`config.mk`:
```
export PLATFORM = sky130hd
export DESIGN_NAME = base64_codec
export DESIGN_NICKNAME = d
export VERILOG_FILES = /design/src/hdl/b64_pkg.sv /design/src/hdl/base64_codec.sv /design/src/hdl/b64_front.sv /design/src/hdl/b64_fifo.sv /design/src/hdl/b64_back.sv
export SDC_FILE = /design/constraint.sdc
export NUM_CORES = 1
export LEC_CHECK = 0
export ABC_CLOCK_PERIOD_IN_PS = 7800
export BUFFER_PORTS_ARGS = -buffer_cell sky130_fd_sc_hd__buf_2
export CAP_MARGIN = 20
export CORE_ASPECT_RATIO = 0.5
export CORE_MARGIN = 5
export CORE_UTILIZATION = 35
export CTS_CLUSTER_DIAMETER = 200
export DETAILED_ROUTE_END_ITERATION = 12
export PLACE_DENSITY = 0.54
export SKIP_CTS_REPAIR_TIMING = 1
export SLEW_MARGIN = 10
export SYNTH_ARGS = -nofsm -noshare
export SYNTH_HDL_FRONTEND = slang
export SYNTH_SLANG_ARGS = --single-unit
```
`constraint.sdc`:
```
create_clock -name clk -period 7.8 [get_ports clk]
set_clock_uncertainty 0.05 [all_clocks]
set_input_delay 1.17 -clock clk [delete_from_list [all_inputs] [get_ports clk]]
set_output_delay 1.17 -clock clk [all_outputs]
set_load 0.01 [all_outputs]
```
`src/hdl/b64_pkg.sv`:
```
`default_nettype none

package b64_pkg;

    localparam int B64_QUEUE_DEPTH = 2;

    // job kinds
    localparam logic [1:0] JOB_ENC = 2'd0;
    localparam logic [1:0] JOB_DEC = 2'd1;
    localparam logic [1:0] JOB_ERR = 2'd2;

    // status codes
    localparam logic [1:0] ST_OK   = 2'd0;
    localparam logic [1:0] ST_LEN  = 2'd1;
    localparam logic [1:0] ST_CHAR = 2'd2;

    localparam logic [7:0] CHAR_PAD   = 8'h3D;  // '='
    localparam logic [7:0] CHAR_PLUS  = 8'h2B;  // '+'
    localparam logic [7:0] CHAR_SLASH = 8'h2F;  // '/'

    // one group's worth of results for the back end
    typedef struct packed {
        logic [1:0]  kind;
        logic [23:0] bits;
        logic [1:0]  cnt_m1;   // number of results minus one
        logic [1:0]  pads;     // encode: trailing '=' count
        logic        fin;      // last group of the message
        logic [1:0]  status;
    } job_t;

    function automatic logic [7:0] sextet_char(input logic [5:0] v);
        logic [7:0] c;
        if (v < 6'd26)
            c = 8'h41 + {2'b00, v};
        else if (v < 6'd52)
            c = 8'h61 + {2'b00, v - 6'd26};
        else if (v < 6'd62)
            c = 8'h30 + {2'b00, v - 6'd52};
        else if (v == 6'd62)
            c = CHAR_PLUS;
        else
            c = CHAR_SLASH;
        return c;
    endfunction

    // bit 6 set: character outside the alphabet
    function automatic logic [6:0] char_sextet(input logic [7:0] c);
        logic [6:0] s;
        if (c >= 8'h41 && c <= 8'h5A)
            s = 7'(c - 8'h41);
        else if (c >= 8'h61 && c <= 8'h7A)
            s = 7'(c - 8'h61 + 8'd26);
        else if (c >= 8'h30 && c <= 8'h39)
            s = 7'(c - 8'h30 + 8'd52);
        else if (c == CHAR_PLUS)
            s = 7'd62;
        else if (c == CHAR_SLASH)
            s = 7'd63;
        else
            s = 7'd64;
        return s;
    endfunction

endpackage

`default_nettype wire

```
`src/hdl/base64_codec.sv`:
```
`default_nettype none

// Base64 codec, alphabet A-Z a-z 0-9 + /. cfg_data selects the direction:
// 0 encodes bytes to text, 1 decodes text to bytes; a write also drops any
// partly gathered group, so write it only while the block is idle. One byte
// or character enters per transaction on s_axis, with tlast marking the end
// of the message. Results leave one per cycle on m_axis while tready is high:
// tdata is the character or byte, tlast marks the last result of the message,
// tuser bit 0 marks the last result caused by one input transaction and
// tuser[2:1] is the status (0 ok, 1 decode message length not a multiple of
// four, 2 character outside the alphabet; an error gives a single zero byte
// that ends the message). The front end takes a transaction every cycle while
// the job queue has room and turns each completed group into one job; the
// back end expands a job into its results at one per cycle while tready is
// high, through a registered output stage. Throughput is therefore set by the
// output: an encode group of three bytes gives four characters, a decode
// group of four characters gives three bytes, so decoding runs at one
// character per cycle. A completing transaction's job passes through the job
// queue and the current-job register before its first result is registered.
module base64_codec
    import b64_pkg::*;
#(
    parameter int QUEUE_DEPTH = B64_QUEUE_DEPTH
)
(
    input  wire logic       clk,
    input  wire logic       rst_n,

    input  wire logic       cfg_valid,
    output logic            cfg_ready,
    input  wire logic       cfg_data,       // direction

    input  wire logic       s_axis_tvalid,
    output logic            s_axis_tready,
    input  wire logic [7:0] s_axis_tdata,   // [7:0] in_byte
    input  wire logic       s_axis_tlast,   // final_item

    output logic            m_axis_tvalid,
    input  wire logic       m_axis_tready,
    output logic [7:0]      m_axis_tdata,   // [7:0] out_byte
    output logic            m_axis_tlast,   // message_end
    output logic [2:0]      m_axis_tuser    // [0] run_end, [2:1] status
);

    job_t job;
    job_t head;
    logic push;
    logic pop;
    logic q_full;
    logic q_empty;
    logic run_end;
    logic [1:0] status;

    // configuration is always taken; it sets the direction and clears front-end group state
    assign cfg_ready = 1'b1;

    b64_front u_front (
        .clk       (clk),
        .rst_n     (rst_n),
        .cfg_valid (cfg_valid),
        .cfg_data  (cfg_data),
        .in_valid  (s_axis_tvalid),
        .in_byte   (s_axis_tdata),
        .in_final  (s_axis_tlast),
        .q_full    (q_full),
        .in_ready  (s_axis_tready),
        .push      (push),
        .job       (job)
    );

    b64_fifo #(
        .DEPTH (QUEUE_DEPTH)
    ) u_fifo (
        .clk      (clk),
        .rst_n    (rst_n),
        .push     (push),
        .push_job (job),
        .pop      (pop),
        .head     (head),
        .full     (q_full),
        .empty    (q_empty)
    );

    b64_back u_back (
        .clk         (clk),
        .rst_n       (rst_n),
        .head        (head),
        .q_empty     (q_empty),
        .pop         (pop),
        .out_valid   (m_axis_tvalid),
        .out_ready   (m_axis_tready),
        .out_byte    (m_axis_tdata),
        .out_run_end (run_end),
        .out_msg_end (m_axis_tlast),
        .out_status  (status)
    );

    assign m_axis_tuser = {status, run_end};

endmodule

`default_nettype wire

```
`src/hdl/b64_front.sv`:
```
`default_nettype none

module b64_front
    import b64_pkg::*;
(
    input  wire logic       clk,
    input  wire logic       rst_n,
    input  wire logic       cfg_valid,
    input  wire logic       cfg_data,
    input  wire logic       in_valid,
    input  wire logic [7:0] in_byte,
    input  wire logic       in_final,
    input  wire logic       q_full,
    output logic            in_ready,
    output logic            push,
    output job_t            job
);

    logic        direction_reg, direction_next;
    logic [23:0] group_bits_reg, group_bits_next;
    logic [1:0]  group_pos_reg, group_pos_next;
    logic [1:0]  pad_marks_reg, pad_marks_next;

    logic        accept;
    logic        emit;
    logic [1:0]  pos;
    logic [23:0] base_bits;
    logic [23:0] ins_bits;
    logic [1:0]  pm_base;
    logic [1:0]  pm_new;
    logic [6:0]  sext;
    logic        is_pad;
    logic [5:0]  sv;

    assign in_ready = !q_full;
    assign accept   = in_valid && in_ready;
    assign push     = accept && emit;

    always_comb
    begin
        direction_next  = direction_reg;
        group_bits_next = group_bits_reg;
        group_pos_next  = group_pos_reg;
        pad_marks_next  = pad_marks_reg;
        emit      = 1'b0;
        job       = '0;
        pos       = group_pos_reg;
        base_bits = (group_pos_reg == 2'd0) ? 24'd0 : group_bits_reg;
        ins_bits  = '0;
        pm_base   = (group_pos_reg == 2'd0) ? 2'd0 : pad_marks_reg;
        pm_new    = pm_base;
        is_pad    = (in_byte == CHAR_PAD);
        sext      = is_pad ? 7'd0 : char_sextet(in_byte);
        sv        = sext[5:0];

        if (!direction_reg)
        begin
            // encode: three bytes per group
            if (group_pos_reg > 2'd2)
            begin
                pos       = 2'd0;
                base_bits = 24'd0;
            end
            case (pos)
                2'd0:    ins_bits = {in_byte, 16'd0};
                2'd1:    ins_bits = {8'd0, in_byte, 8'd0};
                default: ins_bits = {16'd0, in_byte};
            endcase
            job.kind   = JOB_ENC;
            job.bits   = base_bits | ins_bits;
            job.cnt_m1 = 2'd3;
            job.fin    = in_final;
            job.status = ST_OK;
            unique case (pos)
                2'd0:    job.pads = 2'd2;
                2'd1:    job.pads = 2'd1;
                default: job.pads = 2'd0;
            endcase
            if (pos == 2'd2 || in_final)
            begin
                emit            = 1'b1;
                group_bits_next = '0;
                group_pos_next  = '0;
                pad_marks_next  = '0;
            end
            else
            begin
                group_bits_next = job.bits;
                group_pos_next  = pos + 2'd1;
            end
        end
        else
        begin
            // decode: four characters per group
            case (pos)
                2'd0:    ins_bits = {sv, 18'd0};
                2'd1:    ins_bits = {6'd0, sv, 12'd0};
                2'd2:    ins_bits = {12'd0, sv, 6'd0};
                default: ins_bits = {18'd0, sv};
            endcase
            if (is_pad && pos >= 2'd2)
                pm_new = pm_base + 2'd1;
            job.bits = base_bits | ins_bits;
            job.fin  = in_final;
            job.pads = '0;
            if (sext[6])
            begin
                emit       = 1'b1;
                job.kind   = JOB_ERR;
                job.bits   = '0;
                job.cnt_m1 = 2'd0;
                job.fin    = 1'b1;
                job.status = ST_CHAR;
                group_bits_next = '0;
                group_pos_next  = '0;
                pad_marks_next  = '0;
            end
            else if (pos != 2'd3)
            begin
                if (in_final)
                begin
                    emit       = 1'b1;
                    job.kind   = JOB_ERR;
                    job.bits   = '0;
                    job.cnt_m1 = 2'd0;
                    job.fin    = 1'b1;
                    job.status = ST_LEN;
                    group_bits_next = '0;
                    group_pos_next  = '0;
                    pad_marks_next  = '0;
                end
                else
                begin
                    group_bits_next = job.bits;
                    group_pos_next  = pos + 2'd1;
                    pad_marks_next  = pm_new;
                end
            end
            else
            begin
                emit       = 1'b1;
                job.kind   = JOB_DEC;
                job.status = ST_OK;
                // final group drops one byte per trailing '='
                if (in_final)
                    job.cnt_m1 = (pm_new > 2'd2) ? 2'd0 : 2'd2 - pm_new;
                else
                    job.cnt_m1 = 2'd2;
                group_bits_next = '0;
                group_pos_next  = '0;
                pad_marks_next  = '0;
            end
        end

        if (cfg_valid)
        begin
            direction_next  = cfg_data;
            group_bits_next = '0;
            group_pos_next  = '0;
            pad_marks_next  = '0;
        end
        else if (!accept)
        begin
            group_bits_next = group_bits_reg;
            group_pos_next  = group_pos_reg;
            pad_marks_next  = pad_marks_reg;
        end
    end

    always_ff @(posedge clk or negedge rst_n)
    begin
        if (!rst_n)
        begin
            direction_reg  <= 1'b0;
            group_bits_reg <= '0;
            group_pos_reg  <= '0;
            pad_marks_reg  <= '0;
        end
        else
        begin
            direction_reg  <= direction_next;
            group_bits_reg <= group_bits_next;
            group_pos_reg  <= group_pos_next;
            pad_marks_reg  <= pad_marks_next;
        end
    end

endmodule

`default_nettype wire

```
`src/hdl/b64_fifo.sv`:
```
`default_nettype none

module b64_fifo
    import b64_pkg::*;
#(
    parameter int DEPTH = B64_QUEUE_DEPTH
)
(
    input  wire logic clk,
    input  wire logic rst_n,
    input  wire logic push,
    input  wire job_t push_job,
    input  wire logic pop,
    output job_t      head,
    output logic      full,
    output logic      empty
);

    localparam int PTR_W = (DEPTH > 1) ? $clog2(DEPTH) : 1;
    localparam int CNT_W = $clog2(DEPTH + 1);
    localparam logic [PTR_W-1:0] LAST_PTR = PTR_W'(DEPTH - 1);
    localparam logic [CNT_W-1:0] FULL_CNT = CNT_W'(DEPTH);

    job_t             mem [DEPTH];
    logic [PTR_W-1:0] wr_ptr_reg, wr_ptr_next;
    logic [PTR_W-1:0] rd_ptr_reg, rd_ptr_next;
    logic [CNT_W-1:0] count_reg, count_next;
    logic             do_push;
    logic             do_pop;

    assign full    = (count_reg == FULL_CNT);
    assign empty   = (count_reg == '0);
    assign do_push = push && !full;
    assign do_pop  = pop && !empty;
    assign head    = mem[rd_ptr_reg];

    always_comb
    begin
        wr_ptr_next = wr_ptr_reg;
        rd_ptr_next = rd_ptr_reg;
        count_next  = count_reg;
        if (do_push)
            wr_ptr_next = (wr_ptr_reg == LAST_PTR) ? '0 : wr_ptr_reg + 1'b1;
        if (do_pop)
            rd_ptr_next = (rd_ptr_reg == LAST_PTR) ? '0 : rd_ptr_reg + 1'b1;
        if (do_push && !do_pop)
            count_next = count_reg + 1'b1;
        else if (do_pop && !do_push)
            count_next = count_reg - 1'b1;
    end

    always_ff @(posedge clk)
    begin
        if (do_push)
            mem[wr_ptr_reg] <= push_job;
    end

    always_ff @(posedge clk or negedge rst_n)
    begin
        if (!rst_n)
        begin
            wr_ptr_reg <= '0;
            rd_ptr_reg <= '0;
            count_reg  <= '0;
        end
        else
        begin
            wr_ptr_reg <= wr_ptr_next;
            rd_ptr_reg <= rd_ptr_next;
            count_reg  <= count_next;
        end
    end

endmodule

`default_nettype wire

```
`src/hdl/b64_back.sv`:
```
`default_nettype none

module b64_back
    import b64_pkg::*;
(
    input  wire logic       clk,
    input  wire logic       rst_n,
    input  wire job_t       head,
    input  wire logic       q_empty,
    output logic            pop,
    output logic            out_valid,
    input  wire logic       out_ready,
    output logic [7:0]      out_byte,
    output logic            out_run_end,
    output logic            out_msg_end,
    output logic [1:0]      out_status
);

    job_t        cur_reg;
    logic        cur_valid_reg, cur_valid_next;
    logic [1:0]  idx_reg, idx_next;

    logic        out_valid_reg, out_valid_next;
    logic [7:0]  out_byte_reg;
    logic        out_run_reg;
    logic        out_msg_reg;
    logic [1:0]  out_status_reg;

    logic        load;
    logic        cur_last;
    logic [5:0]  sextet;
    logic [7:0]  res_byte;

    assign load     = cur_valid_reg && (!out_valid_reg || out_ready);
    assign cur_last = (idx_reg == cur_reg.cnt_m1);
    assign pop      = !q_empty && (!cur_valid_reg || (load && cur_last));

    always_comb
    begin
        sextet   = '0;
        res_byte = '0;
        case (idx_reg)
            2'd0:    sextet = cur_reg.bits[23:18];
            2'd1:    sextet = cur_reg.bits[17:12];
            2'd2:    sextet = cur_reg.bits[11:6];
            default: sextet = cur_reg.bits[5:0];
        endcase
        unique case (cur_reg.kind)
            JOB_ENC:
            begin
                if ({1'b0, idx_reg} + {1'b0, cur_reg.pads} >= 3'd4)
                    res_byte = CHAR_PAD;
                else
                    res_byte = sextet_char(sextet);
            end
            JOB_DEC:
            begin
                case (idx_reg)
                    2'd0:    res_byte = cur_reg.bits[23:16];
                    2'd1:    res_byte = cur_reg.bits[15:8];
                    default: res_byte = cur_reg.bits[7:0];
                endcase
            end
            default: res_byte = '0;
        endcase
    end

    always_comb
    begin
        cur_valid_next = cur_valid_reg;
        idx_next       = idx_reg;
        if (load)
        begin
            idx_next = idx_reg + 2'd1;
            if (cur_last)
                cur_valid_next = 1'b0;
        end
        if (pop)
        begin
            cur_valid_next = 1'b1;
            idx_next       = '0;
        end

        out_valid_next = out_valid_reg;
        if (load)
            out_valid_next = 1'b1;
        else if (out_ready)
            out_valid_next = 1'b0;
    end

    always_ff @(posedge clk)
    begin
        if (pop)
            cur_reg <= head;
        if (load)
        begin
            out_byte_reg   <= res_byte;
            out_run_reg    <= cur_last;
            out_msg_reg    <= cur_last && cur_reg.fin;
            out_status_reg <= cur_reg.status;
        end
    end

    always_ff @(posedge clk or negedge rst_n)
    begin
        if (!rst_n)
        begin
            cur_valid_reg <= 1'b0;
            idx_reg       <= '0;
            out_valid_reg <= 1'b0;
        end
        else
        begin
            cur_valid_reg <= cur_valid_next;
            idx_reg       <= idx_next;
            out_valid_reg <= out_valid_next;
        end
    end

    assign out_valid   = out_valid_reg;
    assign out_byte    = out_byte_reg;
    assign out_run_end = out_run_reg;
    assign out_msg_end = out_msg_reg;
    assign out_status  = out_status_reg;

    // end of message is always end of a run
    a_msg_implies_run: assert property (@(posedge clk) disable iff (!rst_n)
        out_valid_reg && out_msg_reg |-> out_run_reg)
        else $error("message end without run end");

    // error results are single zero bytes closing the message
    a_err_shape: assert property (@(posedge clk) disable iff (!rst_n)
        out_valid_reg && out_status_reg != ST_OK |->
            out_byte_reg == 8'd0 && out_run_reg && out_msg_reg)
        else $error("malformed error result");

    // the result index never passes the job's last result
    a_idx_range: assert property (@(posedge clk) disable iff (!rst_n)
        cur_valid_reg |-> idx_reg <= cur_reg.cnt_m1)
        else $error("result index beyond job");

endmodule

`default_nettype wire
```
==> flow_metrics.py <==
metrics = {
    "grt": {
        "grt_max_degree": 38,
        "grt_usage": 0.157,
        "grt-ovfl-total": 0,
        "antenna_found_initial": 0,
        "grt_pass1_vias": 5574,
        "grt_pass1_wl_microns": 32200,
    },
    "drt": {
        "drc_errors": 0,
        "antenna_left": 0,
        "dr.pass1.iters": 8,
        "drtIter0Drc": 480,
        "wl_per_cell_microns": 20.0,
        "vias_per_cell": 5.64,
        "wl_microns": 20300,
        "vias": 5741,
    },
    "critical_path": {
        "crit_path_max_incr_delay_ns": 0.60,
        "worst_setup_path_end_kind": "flop",
        "critPathRequiredTime_ns": 7.91,
        "crit_start": "u_back.idx_reg[0]",
        "path_max_fanout": 14,
        "rrSetupSlack_ns": 3.89,
        "r2r-start": "u_back.idx_reg[0]",
        "crit_chain": "inv_1, ha_1, nand2_1, a32oi_2, inv_2, ha_1, nor2b_1, o211ai_1, xnor2_1, o221ai_1, mux2i_1, a21o_1",
        "crit_type": "reg -> reg",
        "cp_common_cell": "ha_1",
        "critPathSlowestCell": "a32oi_2",
        "start_kind": "flop",
        "cp.arrival_ns": 4.02,
        "critPathTopFamily": "compound AO/OA/AOI/OAI gates",
        "cp.buffers_inverters": 2,
    },
    "clock_network": {
        "cts_root_buf": "clkbuf_16",
        "clk_latency_ns": 0.42,
        "htree_levels": 4,
        "clk_pin_slew_ns": 0.06,
        "cts_buffer_depth": 2,
        "cts.sinks": 148,
        "cts_tree": "done",
        "cts_inserted_buffers": 17,
    },
    "timing": {
        "hold_viol_final": 0,
        "setup_viol": 0,
        "final_max_slew_viol_count": 0,
        "max_slew.worst_pin.slew_ns": 0.967,
        "slew_headroom": 0.351,
        "setup_tns_ns": 0,
        "fin_crit_sh": 0.501,
        "fmax_ghz": 0.256,
        "period_minus_slack_ns": 3.91,
        "grt_setup_unrepaired": "false",
    },
    "floorplanning": {
        "initial_core_util": 0.354,
        "core-area_sq_um": 22600,
        "dieHeight_microns": 117,
        "die_area_sq_um": 26200,
        "fp.dieW_microns": 224,
        "io_pins": 30,
        "rows": 39,
    },
    "final_layout": {
        "seqCellArea_sq_um": 4260,
        "n_fill_cell": 2176,
        "multi_input_area_sq_um": 3460,
        "antennaDiodeCount": 0,
        "final_cell_count_no_fill": 1018,
        "largest_reg_flops": 66,
        "drive_gt1_frac": 0.190,
        "synthToLayoutAreaGrowth_pct": 12.4,
        "fin_nets": 741,
    },
    "yosys": {
        "synth-seq-area-share": 0.532,
        "synth_edf_count": 111,
        "synth_common_cells": "111 x edfxtp_1, 54 x a22oi_1, 48 x o21ai_0",
        "synth_top_area_frac": 0.416,
        "synth_nets": 729,
        "ys_types": 90,
        "synthArstFlopShare": 0.250,
        "yosys-top-cells-area": "edfxtp_1 42%, dfrtp_1 12%, a22oi_1 5.1%",
        "synth.ff_latch_count": 148,
        "avgSynthCellArea_sq_um": 11.7,
        "synth_top_area_cell": "edfxtp_1",
        "synthesis.area_sq_um": 8010,
        "synth_ff_type": "edfxtp_1",
        "syn-instance-count": 686,
        "synth.most_common_cell": "edfxtp_1",
        "ys.warnings.count": 0,
    },
    "place": {
        "place_inst": 986,
        "dpl.hpwl_microns": 13800,
        "port_buffers": 28,
        "gp_congestion": 0.907,
    },
    "power": {
        "p_leak_uw": 0.00321,
        "p_per_area_nw_per_um2": 380,
        "worst_ir_drop_vdd_v": 0.000118,
    },
    "hold_path": {
        "hold_path_class": "reg -> reg",
        "min_from": "u_back.cur_reg[1]",
    },
    "status": {
        "status": "finished clean",
    },
    "run": {
        "max-cap-violations": 0,
    },
}
## through the flow
stage | util | setup WS [ns] | total power, uW | hold slack [ns] | cell area (sq um)
after detailed placement | 0.371 | 3.62 | 2600 | 0.386 | 8400
after floorplan | - | 2.15 | 2250 | 0.350 | 8010
after global placement | 0.371 | 3.66 | 2580 | 0.381 | 8400
after CTS | 0.398 | 3.94 | 3440 | 0.402 | 9010
final | 0.398 | 3.89 | 3420 | 0.391 | 9010
after global routing | 0.398 | 3.67 | 3640 | 0.420 | 9010
## worst paths after layout
kind | to | depth (start not counted)
max | u_back.out_byte[4] | 12
min | u_back.out_status[1] | 0
max reg2reg | u_back.out_byte[4] | 12
min reg2reg | u_back.out_status[1] | 0
max in group asynchronous | u_front.group_bits_reg[4] | 1
min in group asynchronous | u_front.group_pos_reg[0] | 1
## routing by layer
layer | share of wire | GRT usage
met4 | 0.014 | 0.0559
met5 | 0 | 0
met2 | 0.44 | 0.228
met3 | 0.063 | 0.0439
met1 | 0.48 | 0.227
## layout by cell type, fill, tap and decap left out, types with 10 or more instances in the layout
| master | n |
|---|---|
| nor2_1 | 36 |
| dfrtp_1 | 37 |
| edfxtp_1 | 111 |
| buf_2 | 28 |
| nor2b_1 | 18 |
| clkbuf_16 | 17 |
| xor2_1 | 10 |
| inv_1 | 21 |
| o21ai_0 | 48 |
| a22oi_1 | 54 |
| a21oi_1 | 29 |
| xnor2_1 | 13 |
| mux2_2 | 34 |
| nand2_1 | 30 |
| ha_1 | 28 |
## logic make-up after synthesis
group                    share of synthesized area
buffers and inverters                       0.0390
other                                     0.000468
AO/OA/AOI/OAI                                0.214
XOR/XNOR                                    0.0280
adder cells (fa/ha/maj)                     0.0437
multiplexers                                0.0508
flip-flops                                   0.532
AND/OR/NAND/NOR                             0.0925
## layout make-up
| type | count | area share |
|---|---|---|
| clock buffer | 20 | 0.0496 |
| clock inverter | 12 | 0.0172 |
| inverter | 25 | 0.0104 |
| multi-input combinational | 469 | 0.384 |
| sequential | 148 | 0.473 |
| tap | 307 | 0.0427 |
| timing repair buffer | 37 | 0.0231 |
## power by group
group	internal (uW)	switching, uW	leakage (uW)
logic	528	869	0.00138
registers	1100	89.1	0.00153
clock network	512	320	0.000290
total	2140	1280	0.00321
(Power assumes the default switching activity.)
